File: src/rtl/command_code_mapping_table_unit_macros.svh
// Assertion macros used by the table unit back end.
`ifndef COMMAND_CODE_MAPPING_TABLE_UNIT_MACROS_SVH
`define COMMAND_CODE_MAPPING_TABLE_UNIT_MACROS_SVH

// Same-cycle implication, checked out of reset.
`define CCTU_ASSERT_IMP(lbl, ante, cons, msg) \
  lbl: assert property (@(posedge clk) disable iff (!rst_n) (ante) |-> (cons)) \
    else $error(msg);

// Next-cycle implication, checked out of reset.
`define CCTU_ASSERT_NXT(lbl, ante, cons, msg) \
  lbl: assert property (@(posedge clk) disable iff (!rst_n) (ante) |=> (cons)) \
    else $error(msg);

`endif

File: src/rtl/cctu_pkg.sv
package cctu_pkg;

  // Table and transfer sizing
  localparam int TABLE_ENTRIES = 8;
  localparam int CHUNK_BYTES   = 32;
  localparam int MAX_TRANSFER  = 256;
  localparam int QUEUE_DEPTH   = 2;

  // Field widths
  localparam int ADDR_W   = 16;
  localparam int IN_LEN_W = 9;
  localparam int LEN_W    = 6;
  localparam int CODE_W   = 3;
  localparam int REM_W    = $clog2(MAX_TRANSFER + 1);

  // Device slot base for programming an entry (informational, slot = code + base)
  localparam logic [7:0] DEVICE_SLOT_BASE = 8'h80;

  typedef enum logic [1:0] {
    ST_OK       = 2'd0,
    ST_MAP_FAIL = 2'd1,
    ST_DISCARD  = 2'd2,
    ST_EMPTY    = 2'd3
  } status_t;

  typedef enum logic [1:0] {
    K_ACCESS  = 2'd0,
    K_EMPTY   = 2'd1,
    K_DISCARD = 2'd2
  } kind_t;

  typedef enum logic {
    BK_IDLE = 1'b0,
    BK_RUN  = 1'b1
  } bk_state_t;

  // Classified request handed from front to back
  typedef struct packed {
    kind_t              kind;
    logic [ADDR_W-1:0]  addr;
    logic [REM_W-1:0]   len;
    logic               rd;
    logic               refuse;
  } cmd_t;

  // One result transaction
  typedef struct packed {
    logic [CODE_W-1:0]  code;
    logic [ADDR_W-1:0]  addr;
    logic [LEN_W-1:0]   len;
    logic               prog;
    status_t            status;
    logic               last;
  } res_t;

endpackage

File: src/rtl/cctu_ifs.sv
// Request channel
interface cctu_in_if;
  logic                         valid;
  logic                         ready;
  logic                         func;
  logic [cctu_pkg::ADDR_W-1:0]   access_addr;
  logic [cctu_pkg::IN_LEN_W-1:0] transfer_len;
  logic                         is_read;
  logic                         refuse_map_write;

  modport source (output valid, func, access_addr, transfer_len, is_read,
                  refuse_map_write, input ready);
  modport sink   (input valid, func, access_addr, transfer_len, is_read,
                  refuse_map_write, output ready);
endinterface

// Result channel
interface cctu_out_if;
  logic                        valid;
  logic                        ready;
  logic [cctu_pkg::CODE_W-1:0]  command_code;
  logic [cctu_pkg::ADDR_W-1:0]  chunk_addr;
  logic [cctu_pkg::LEN_W-1:0]   chunk_len;
  logic                        program_entry;
  cctu_pkg::status_t           status;
  logic                        last;

  modport source (output valid, command_code, chunk_addr, chunk_len, program_entry,
                  status, last, input ready);
  modport sink   (input valid, command_code, chunk_addr, chunk_len, program_entry,
                  status, last, output ready);
endinterface

File: src/rtl/cctu_front.sv
// Accepts requests and classifies them into queue commands.
module cctu_front (
  cctu_in_if.sink         in_ch,
  output logic            push_valid,
  input  logic            push_ready,
  output cctu_pkg::cmd_t  push_cmd
);

  logic [cctu_pkg::IN_LEN_W-1:0] sat_len;

  // Handshake goes straight through to the queue
  assign push_valid  = in_ch.valid;
  assign in_ch.ready = push_ready;

  // Saturate length and classify
  always_comb begin
    sat_len = (in_ch.transfer_len > cctu_pkg::IN_LEN_W'(cctu_pkg::MAX_TRANSFER)) ?
              cctu_pkg::IN_LEN_W'(cctu_pkg::MAX_TRANSFER) : in_ch.transfer_len;
    push_cmd.addr   = in_ch.access_addr;
    push_cmd.len    = cctu_pkg::REM_W'(sat_len);
    push_cmd.rd     = in_ch.is_read;
    push_cmd.refuse = in_ch.refuse_map_write;
    if (in_ch.func) begin
      push_cmd.kind = cctu_pkg::K_DISCARD;
    end else if (sat_len == '0) begin
      push_cmd.kind = cctu_pkg::K_EMPTY;
    end else begin
      push_cmd.kind = cctu_pkg::K_ACCESS;
    end
  end

endmodule

File: src/rtl/cctu_queue.sv
// Short command queue between front and back.
module cctu_queue #(
  parameter int DEPTH = cctu_pkg::QUEUE_DEPTH
) (
  input  logic            clk,
  input  logic            rst_n,
  input  logic            push_valid,
  output logic            push_ready,
  input  cctu_pkg::cmd_t  push_cmd,
  output logic            pop_valid,
  input  logic            pop_ready,
  output cctu_pkg::cmd_t  pop_cmd
);

  localparam int PTR_W = (DEPTH > 1) ? $clog2(DEPTH) : 1;
  localparam int CNT_W = $clog2(DEPTH + 1);

  cctu_pkg::cmd_t   mem_r [DEPTH];
  logic [PTR_W-1:0] wr_ptr_r, rd_ptr_r;
  logic [CNT_W-1:0] cnt_r;
  logic             push, pop;

  assign push_ready = (cnt_r != CNT_W'(DEPTH));
  assign pop_valid  = (cnt_r != '0);
  assign push       = push_valid && push_ready;
  assign pop        = pop_valid && pop_ready;
  assign pop_cmd    = mem_r[rd_ptr_r];

  // Pointers and fill count
  always_ff @(posedge clk) begin
    if (!rst_n) begin
      wr_ptr_r <= '0;
      rd_ptr_r <= '0;
      cnt_r    <= '0;
    end else begin
      if (push) begin
        wr_ptr_r <= (wr_ptr_r == PTR_W'(DEPTH - 1)) ? '0 : wr_ptr_r + 1'b1;
      end
      if (pop) begin
        rd_ptr_r <= (rd_ptr_r == PTR_W'(DEPTH - 1)) ? '0 : rd_ptr_r + 1'b1;
      end
      if (push && !pop) begin
        cnt_r <= cnt_r + 1'b1;
      end else if (pop && !push) begin
        cnt_r <= cnt_r - 1'b1;
      end
    end
  end

  // Storage
  always_ff @(posedge clk) begin
    if (push) begin
      mem_r[wr_ptr_r] <= push_cmd;
    end
  end

endmodule

File: src/rtl/cctu_back.sv
// Table engine: one chunk per cycle while out_ch is free, lookup, round-robin refill, result register.
`include "command_code_mapping_table_unit_macros.svh"

module cctu_back #(
  parameter int TABLE_ENTRIES = cctu_pkg::TABLE_ENTRIES,
  parameter int CHUNK_BYTES   = cctu_pkg::CHUNK_BYTES
) (
  input  logic            clk,
  input  logic            rst_n,
  input  logic            pop_valid,
  output logic            pop_ready,
  input  cctu_pkg::cmd_t  pop_cmd,
  cctu_out_if.source      out_ch
);

  localparam int SLOT_W = $clog2(TABLE_ENTRIES);
  localparam int ADDR_W = cctu_pkg::ADDR_W;
  localparam int LEN_W  = cctu_pkg::LEN_W;
  localparam int REM_W  = cctu_pkg::REM_W;

  // Control
  cctu_pkg::bk_state_t state_r, state_nxt;
  cctu_pkg::cmd_t      cmd_r, cmd_nxt;
  logic                out_vld_r, out_vld_nxt;
  cctu_pkg::res_t      out_r, res_nxt;
  logic [SLOT_W-1:0]   next_slot_r, next_slot_nxt;

  // Mapping table
  logic [TABLE_ENTRIES-1:0] ent_vld_r;
  logic [ADDR_W-1:0]        ent_addr_r [TABLE_ENTRIES];
  logic [LEN_W-1:0]         ent_cnt_r  [TABLE_ENTRIES];
  logic                     ent_we_r   [TABLE_ENTRIES];

  logic                     out_free, load;
  logic [REM_W-1:0]         chunk_rem, rem_after;
  logic [LEN_W-1:0]         chunk_len;
  logic [TABLE_ENTRIES-1:0] match;
  logic                     hit;
  logic [SLOT_W-1:0]        hit_slot;
  logic                     tbl_wr, tbl_wr_zero, tbl_clr;
  logic [SLOT_W-1:0]        tbl_wr_slot;

  assign out_free  = !out_vld_r || out_ch.ready;
  assign pop_ready = (state_r == cctu_pkg::BK_IDLE);

  // Chunk sizing
  always_comb begin
    chunk_rem = (cmd_r.len < REM_W'(CHUNK_BYTES)) ? cmd_r.len : REM_W'(CHUNK_BYTES);
    chunk_len = LEN_W'(chunk_rem);
    rem_after = cmd_r.len - chunk_rem;
  end

  // Parallel compare, first match in index order
  always_comb begin
    hit_slot = '0;
    for (int i = 0; i < TABLE_ENTRIES; i++) begin
      match[i] = ent_vld_r[i] && (ent_addr_r[i] == cmd_r.addr) &&
                 (cmd_r.rd ? (ent_cnt_r[i] == chunk_len) : ent_we_r[i]);
    end
    for (int i = TABLE_ENTRIES - 1; i >= 0; i--) begin
      if (match[i]) begin
        hit_slot = SLOT_W'(i);
      end
    end
    hit = |match;
  end

  // Next state, result and table updates
  always_comb begin
    state_nxt     = state_r;
    cmd_nxt       = cmd_r;
    out_vld_nxt   = out_vld_r && !out_ch.ready;
    next_slot_nxt = next_slot_r;
    res_nxt       = '0;
    load          = 1'b0;
    tbl_wr        = 1'b0;
    tbl_wr_zero   = 1'b0;
    tbl_wr_slot   = next_slot_r;
    tbl_clr       = 1'b0;
    case (state_r)
      cctu_pkg::BK_IDLE: begin
        if (pop_valid) begin
          cmd_nxt   = pop_cmd;
          state_nxt = cctu_pkg::BK_RUN;
        end
      end
      cctu_pkg::BK_RUN: begin
        if (out_free) begin
          load = 1'b1;
          case (cmd_r.kind)
            cctu_pkg::K_DISCARD: begin
              tbl_clr        = 1'b1;
              res_nxt.status = cctu_pkg::ST_DISCARD;
              res_nxt.last   = 1'b1;
              state_nxt      = cctu_pkg::BK_IDLE;
            end
            cctu_pkg::K_ACCESS: begin
              res_nxt.addr   = cmd_r.addr;
              res_nxt.len    = chunk_len;
              res_nxt.status = cctu_pkg::ST_OK;
              res_nxt.last   = (rem_after == '0);
              if (hit) begin
                res_nxt.code = cctu_pkg::CODE_W'(hit_slot);
              end else begin
                res_nxt.code  = cctu_pkg::CODE_W'(next_slot_r);
                tbl_wr        = 1'b1;
                next_slot_nxt = (next_slot_r == SLOT_W'(TABLE_ENTRIES - 1)) ?
                                '0 : next_slot_r + 1'b1;
                if (cmd_r.refuse) begin
                  tbl_wr_zero    = 1'b1;
                  res_nxt.status = cctu_pkg::ST_MAP_FAIL;
                  res_nxt.last   = 1'b1;
                end else begin
                  res_nxt.prog = 1'b1;
                end
              end
              cmd_nxt.len  = rem_after;
              cmd_nxt.addr = cmd_r.addr + ADDR_W'(CHUNK_BYTES);
              if (res_nxt.last) begin
                state_nxt = cctu_pkg::BK_IDLE;
              end
            end
            default: begin
              res_nxt.status = cctu_pkg::ST_EMPTY;
              res_nxt.last   = 1'b1;
              state_nxt      = cctu_pkg::BK_IDLE;
            end
          endcase
          out_vld_nxt = 1'b1;
        end
      end
      default: begin
        state_nxt = cctu_pkg::BK_IDLE;
      end
    endcase
  end

  // Control registers
  always_ff @(posedge clk) begin
    if (!rst_n) begin
      state_r     <= cctu_pkg::BK_IDLE;
      out_vld_r   <= 1'b0;
      next_slot_r <= '0;
      ent_vld_r   <= '0;
    end else begin
      state_r     <= state_nxt;
      out_vld_r   <= out_vld_nxt;
      next_slot_r <= next_slot_nxt;
      if (tbl_clr) begin
        ent_vld_r <= '0;
      end else if (tbl_wr) begin
        ent_vld_r[tbl_wr_slot] <= !tbl_wr_zero;
      end
    end
  end

  // Payload registers
  always_ff @(posedge clk) begin
    cmd_r <= cmd_nxt;
    if (load) begin
      out_r <= res_nxt;
    end
    if (tbl_wr && !tbl_wr_zero) begin
      ent_addr_r[tbl_wr_slot] <= cmd_r.addr;
      ent_cnt_r[tbl_wr_slot]  <= chunk_len;
      ent_we_r[tbl_wr_slot]   <= !cmd_r.rd;
    end
  end

  // Result port
  assign out_ch.valid         = out_vld_r;
  assign out_ch.command_code  = out_r.code;
  assign out_ch.chunk_addr    = out_r.addr;
  assign out_ch.chunk_len     = out_r.len;
  assign out_ch.program_entry = out_r.prog;
  assign out_ch.status        = out_r.status;
  assign out_ch.last          = out_r.last;

  // Checks
  `CCTU_ASSERT_NXT(a_discard_clears, load && (res_nxt.status == cctu_pkg::ST_DISCARD), ent_vld_r == '0, "discard left live entries")
  `CCTU_ASSERT_IMP(a_err_is_last, load && (res_nxt.status != cctu_pkg::ST_OK), res_nxt.last, "terminal status without last")
  `CCTU_ASSERT_NXT(a_miss_advances, load && (res_nxt.prog || (res_nxt.status == cctu_pkg::ST_MAP_FAIL)), next_slot_r != $past(next_slot_r), "miss did not advance slot")
  `CCTU_ASSERT_NXT(a_prog_valid, load && res_nxt.prog, ent_vld_r != '0, "programmed entry not marked valid")

endmodule

File: src/rtl/command_code_mapping_table_unit.sv
// Channel   Dir  Payload                                              Transaction
// in_ch     in   func, access_addr, transfer_len, is_read,            valid & ready
//                refuse_map_write
// out_ch    out  command_code, chunk_addr, chunk_len, program_entry,  valid & ready
//                status, last
//
// The back end takes a request from the queue while idle, then gives one result
// per chunk, up to ceil(len / CHUNK_BYTES) chunks (at most 8 at defaults); a
// discard or an empty request gives a single result.
// The back end's chunk loop sets the rate: one lookup per cycle while out_ch is free.
// Reset is synchronous, active low; it empties the queue and marks all table entries
// invalid; no clearing pass is needed.
// A stalled result holds the back end; the 2-entry queue accepts until it is full.
module command_code_mapping_table_unit #(
  parameter int TABLE_ENTRIES = cctu_pkg::TABLE_ENTRIES,
  parameter int CHUNK_BYTES   = cctu_pkg::CHUNK_BYTES
) (
  input  logic        clk,
  input  logic        rst_n,
  cctu_in_if.sink     in_ch,
  cctu_out_if.source  out_ch
);

  logic           push_valid, push_ready;
  logic           pop_valid, pop_ready;
  cctu_pkg::cmd_t push_cmd, pop_cmd;

  cctu_front u_front (
    .in_ch      (in_ch),
    .push_valid (push_valid),
    .push_ready (push_ready),
    .push_cmd   (push_cmd)
  );

  cctu_queue #(
    .DEPTH (cctu_pkg::QUEUE_DEPTH)
  ) u_queue (
    .clk        (clk),
    .rst_n      (rst_n),
    .push_valid (push_valid),
    .push_ready (push_ready),
    .push_cmd   (push_cmd),
    .pop_valid  (pop_valid),
    .pop_ready  (pop_ready),
    .pop_cmd    (pop_cmd)
  );

  cctu_back #(
    .TABLE_ENTRIES (TABLE_ENTRIES),
    .CHUNK_BYTES   (CHUNK_BYTES)
  ) u_back (
    .clk       (clk),
    .rst_n     (rst_n),
    .pop_valid (pop_valid),
    .pop_ready (pop_ready),
    .pop_cmd   (pop_cmd),
    .out_ch    (out_ch)
  );

endmodule
File: src/flat_wrapper.sv
// flat-port wrapper written by rule: the top's interface ports become plain ports
module command_code_mapping_table_unit_flat 
#(
  parameter int TABLE_ENTRIES = cctu_pkg::TABLE_ENTRIES,
  parameter int CHUNK_BYTES   = cctu_pkg::CHUNK_BYTES
)
  (clk, rst_n, in_ch_valid, in_ch_func, in_ch_access_addr, in_ch_transfer_len, in_ch_is_read, in_ch_refuse_map_write, in_ch_ready, out_ch_valid, out_ch_command_code, out_ch_chunk_addr, out_ch_chunk_len, out_ch_program_entry, out_ch_status, out_ch_last, out_ch_ready);
  cctu_in_if in_ch_i ();
  cctu_out_if out_ch_i ();
  input  logic clk;
  input  logic rst_n;
  input wire logic [$bits(in_ch_i.valid)-1:0] in_ch_valid;
  input wire logic [$bits(in_ch_i.func)-1:0] in_ch_func;
  input wire logic [$bits(in_ch_i.access_addr)-1:0] in_ch_access_addr;
  input wire logic [$bits(in_ch_i.transfer_len)-1:0] in_ch_transfer_len;
  input wire logic [$bits(in_ch_i.is_read)-1:0] in_ch_is_read;
  input wire logic [$bits(in_ch_i.refuse_map_write)-1:0] in_ch_refuse_map_write;
  output wire logic [$bits(in_ch_i.ready)-1:0] in_ch_ready;
  output wire logic [$bits(out_ch_i.valid)-1:0] out_ch_valid;
  output wire logic [$bits(out_ch_i.command_code)-1:0] out_ch_command_code;
  output wire logic [$bits(out_ch_i.chunk_addr)-1:0] out_ch_chunk_addr;
  output wire logic [$bits(out_ch_i.chunk_len)-1:0] out_ch_chunk_len;
  output wire logic [$bits(out_ch_i.program_entry)-1:0] out_ch_program_entry;
  output wire logic [$bits(out_ch_i.status)-1:0] out_ch_status;
  output wire logic [$bits(out_ch_i.last)-1:0] out_ch_last;
  input wire logic [$bits(out_ch_i.ready)-1:0] out_ch_ready;
  assign in_ch_i.valid = in_ch_valid;
  assign in_ch_i.func = in_ch_func;
  assign in_ch_i.access_addr = in_ch_access_addr;
  assign in_ch_i.transfer_len = in_ch_transfer_len;
  assign in_ch_i.is_read = in_ch_is_read;
  assign in_ch_i.refuse_map_write = in_ch_refuse_map_write;
  assign in_ch_ready = in_ch_i.ready;
  assign out_ch_valid = out_ch_i.valid;
  assign out_ch_command_code = out_ch_i.command_code;
  assign out_ch_chunk_addr = out_ch_i.chunk_addr;
  assign out_ch_chunk_len = out_ch_i.chunk_len;
  assign out_ch_program_entry = out_ch_i.program_entry;
  assign out_ch_status = out_ch_i.status;
  assign out_ch_last = out_ch_i.last;
  assign out_ch_i.ready = out_ch_ready;
  command_code_mapping_table_unit #(.TABLE_ENTRIES(TABLE_ENTRIES), .CHUNK_BYTES(CHUNK_BYTES)) u_core (.clk(clk), .rst_n(rst_n), .in_ch(in_ch_i), .out_ch(out_ch_i));
endmodule
File: config.mk
export PLATFORM = sky130hd
export DESIGN_NAME = command_code_mapping_table_unit_flat
export DESIGN_NICKNAME = d
export VERILOG_FILES = /design/src/rtl/cctu_pkg.sv /design/src/rtl/cctu_ifs.sv /design/src/rtl/cctu_front.sv /design/src/rtl/cctu_queue.sv /design/src/rtl/cctu_back.sv /design/src/rtl/command_code_mapping_table_unit.sv /design/src/flat_wrapper.sv
export VERILOG_INCLUDE_DIRS = /design/src /design/src/rtl
export SDC_FILE = /design/constraint.sdc
export NUM_CORES = 1
export LEC_CHECK = 0
export BUFFER_PORTS_ARGS = -buffer_cell sky130_fd_sc_hd__buf_2
export CORE_AREA = 4 4 242 244
export CTS_CLUSTER_DIAMETER = 120
export DETAILED_ROUTE_END_ITERATION = 6
export DIE_AREA = 0 0 246 248
export GPL_TIMING_DRIVEN = 0
export PLACE_DENSITY = 0.51
export SLEW_MARGIN = 20
export SYNTH_ARGS = -nofsm -noshare
export SYNTH_HDL_FRONTEND = slang
export SYNTH_HIERARCHICAL = 1
export SYNTH_SLANG_ARGS = --single-unit
File: constraint.sdc
create_clock -name clk -period 5.4 [get_ports clk]
set_clock_uncertainty 0.15 [all_clocks]
set_input_delay 1.08 -clock clk [delete_from_list [all_inputs] [get_ports clk]]
set_output_delay 1.08 -clock clk [all_outputs]
set_load 0.02 [all_outputs]
==> impl_metrics.env <==
export IMPL_start_kind="flop"
export IMPL_ys_top_cells_by_area="edfxtp_1 (64%), xnor2_1 (7.8%), dfxtp_1 (2.6%)"
export IMPL_vias=8308
export IMPL_antenna_left=0
export IMPL_die_area_um2=61000
export IMPL_syn_inst=979
export IMPL_wirelength_um=35600
export IMPL_drt_iter0_drc=595
export IMPL_setup_slack_ns=0.372
export IMPL_rsz0062_at_grt="no"
export IMPL_synth_ff_latch_count=318
export IMPL_grt_max_degree=30
export IMPL_first_global_vias=8270
export IMPL_syn_area_per_cell_um2=14.3
export IMPL_max_stage_delay_ns=0.69
export IMPL_drc=0
export IMPL_end_kind="flop"
export IMPL_p_total_mw=8.34
export IMPL_synth_most_common_cell="edfxtp_1"
export IMPL_clock_sinks=318
export IMPL_start_util_pct=24.9
export IMPL_cts_made_buffers=36
export IMPL_critPathMaxFanout=10
export IMPL_cts_tree="built"
export IMPL_dp_hpwl_um=24800
export IMPL_syn_num_nets=1016
export IMPL_p_per_area_nw_per_um2=506
export IMPL_min_period_ns=5.03
export IMPL_leakagePower_nw=5.32
export IMPL_route_met3_wl_um=2410
export IMPL_yosys_area_top_type_share_pct=64.3
export IMPL_finalNetCount=1123
export IMPL_wire_per_inst_um=19.1
export IMPL_cpMostUsedCell="buf_2"
export IMPL_clk_latency_ns=0.52
export IMPL_status="finished clean"
export IMPL_setup_tns_final_ns=0
export IMPL_hold_start="u_core/u_queue/mem_r[1][27]$_DFFE_PP_"
export IMPL_drv_cap=0
export IMPL_die_w_um=246
export IMPL_synth_edf_count=300
export IMPL_via_per_inst=4.46
export IMPL_syn2layout_area_growth_pct=17.8
export IMPL_rows=87
export IMPL_r2r_start="u_core/u_back/cmd_r[11]$_DFFE_PP_"
export IMPL_place_gp_congestion=0.801
export IMPL_yosys_cell_types_count=65
export IMPL_met2WireLength_um=15700
export IMPL_vdd_ir_drop_max_uv=224
export IMPL_n_antenna_cell=0
export IMPL_final_layout_size_suffix_gt1_share_pct=19.1
export IMPL_core_region_area_um2=56300
export IMPL_antenna_found_initial=2
export IMPL_dr_pass1_iters=6
export IMPL_grt_remaining_overflow=0
export IMPL_final_hold_viol_count=0
export IMPL_die_h_um=248
export IMPL_cts_htree_levels=2
export IMPL_cp_cell_sequence="clkdlybuf4s15_1 > xor2_1 > nor4_1 > nand3_1 > a2111oi_1 > and2_1 > nor3_2 > buf_2 > nand2_2 > nor4_2 > buf_2 > buf_4 > buf_2"
export IMPL_critPathLaunch="u_core/u_back/cmd_r[11]$_DFFE_PP_"
export IMPL_slowest_stage="clkdlybuf4s15_1"
export IMPL_dp_slack_ns=0.214
export IMPL_async_flop_share_pct=0
export IMPL_fill_cells=5721
export IMPL_path_clk_slew_ns=0.06
export IMPL_cp_arrival_ns=5.14
export IMPL_maxSlewHeadroom_pct=30.1
export IMPL_clk_path_buf_depth=3
export IMPL_wl_met1_um=16800
export IMPL_grt_usage_pct=11.6
export IMPL_max_freq_mhz=199
export IMPL_synthFlopType="edfxtp_1"
export IMPL_tightestPinTransition_ns=1.05
export IMPL_cts_root_buffer="clkbuf_16"
export IMPL_yosysSeqAreaShare_pct=66.9
export IMPL_critPathKind="reg -> reg"
export IMPL_synth_commonest_cells="edfxtp_1 (300), xnor2_1 (124), nand2_1 (46)"
export IMPL_synth_warnings=6
export IMPL_num_io_pins=63
export IMPL_grt_pass1_wl_um=53200
export IMPL_synth_area_um2=14000
export IMPL_maxUsedRoutingLayer="met4"
export IMPL_slew_viol_final=0
export IMPL_hp_class="reg -> reg"
export IMPL_timing_final_setup_violations=0
export IMPL_finalCritPeriodShare_pct=93.1
export IMPL_yosysTopAreaCell="edfxtp_1"
export IMPL_worstPathRequired_ns=5.51
export IMPL_place_port_buffers=43
## final cells by class
class | instances | area, um^2 | area share [%]
multi-input combinational | 576 | 4240 | 25.7
buffer | 75 | 413 | 2.50
clock buffer | 47 | 963 | 5.84
inverter | 10 | 37.5 | 0.228
timing repair buffer | 69 | 437 | 2.65
tap | 756 | 946 | 5.74
clock inverter | 13 | 86.3 | 0.523
sequential | 318 | 9370 | 56.8
## placed cells by master, fill, tap and decap left out, types with 13 or more instances in the layout
cell type,count
nand3_1,19
buf_2,57
buf_4,39
mux2_2,29
nand4_1,26
xnor2_1,124
nor4bb_1,13
nor2_1,36
dfxtp_1,18
clkbuf_1,38
and2_1,15
o21ai_0,19
a31oi_1,22
clkbuf_16,37
edfxtp_1,300
and3_1,27
xor2_1,41
nor3_1,13
nand2_1,46
## worst paths after layout
check / to / slack [ns] / depth (start not counted)
hold / removal: u_core/u_back/cmd_r[27]$_DFFE_PP_ / 0.40 / 1
hold reg to reg: u_core/u_back/cmd_r[27]$_DFFE_PP_ / 0.40 / 1
setup reg to reg: u_core/u_back/ent_addr_r[4][2]$_DFFE_PP_ / 0.37 / 13
setup / recovery: u_core/u_back/ent_addr_r[4][2]$_DFFE_PP_ / 0.37 / 13
## kinds of logic (layout without fill, tap and decap cells)
group	after synthesis	after routing	share of synthesized area, %
compound gates	112	112	5.72
simple gates	261	261	10.9
mux	32	32	2.55
flops	318	318	66.9
xor+xnor	165	165	10.3
buf+inv	85	214	3.16
fa+ha+maj	5	5	0.447
other cells	1	1	0.0268
## power by group
group | switching [mW] | total, mW | internal (mW)
sequential | 0.412 | 3.68 | 3.27
combinational | 1.56 | 2.43 | 0.875
clock | 0.934 | 2.23 | 1.30
total | 2.90 | 8.34 | 5.44
## metrics by stage
| step | area (um^2) | std cells | util, % | hold slack, ns |
|---|---|---|---|---|
| after floorplan | 14000 | 979 | - | 0.359 |
| after global placement | 15200 | 1778 | 26.9 | 0.374 |
| after detailed placement | 15400 | 1804 | 27.4 | 0.383 |
| after CTS | 16500 | 1864 | 29.3 | 0.398 |
| after global routing | 16500 | 1864 | 29.3 | 0.415 |
| final | 16500 | 1864 | 29.3 | 0.397 |
## metal layers
layer	up-vias	GRT usage, %
met5	-	0
met1	4146	16.7
met4	0	3.15
met2	229	17.6
li1	3893	-
met3	40	2.58
## critical path: cells and delay by family, from the launching register on
kind	cells	cell delay, ns
buffers and inverters	5	1.45
AO/OA/AOI/OAI	1	0.66
XOR/XNOR	1	0.33
flip-flops	1	0.66
AND/OR/NAND/NOR	6	1.51
## registers in the layout (all words and copies together), names as in the netlist, 3 cells and up, named ones only
signal	cells
u_core/u_back/out_ch.chunk_addr	16
u_core/u_back/ent_we_r	8
u_core/u_back/out_ch.chunk_len	6
u_core/u_queue/mem_r	58
u_core/u_back/cmd_r	29
u_core/u_back/ent_vld_r	8
u_core/u_back/out_ch.command_code	3
u_core/u_back/next_slot_r	3
u_core/u_back/ent_cnt_r	48
u_core/u_back/ent_addr_r	128
## what timing repair did
action,4_1_cts,5_1_grt
resized for setup,0,3
endpoints found under the setup margin,0,7
setup buffers,0,0
hold buffers,0,0
(Power assumes the default switching activity.)
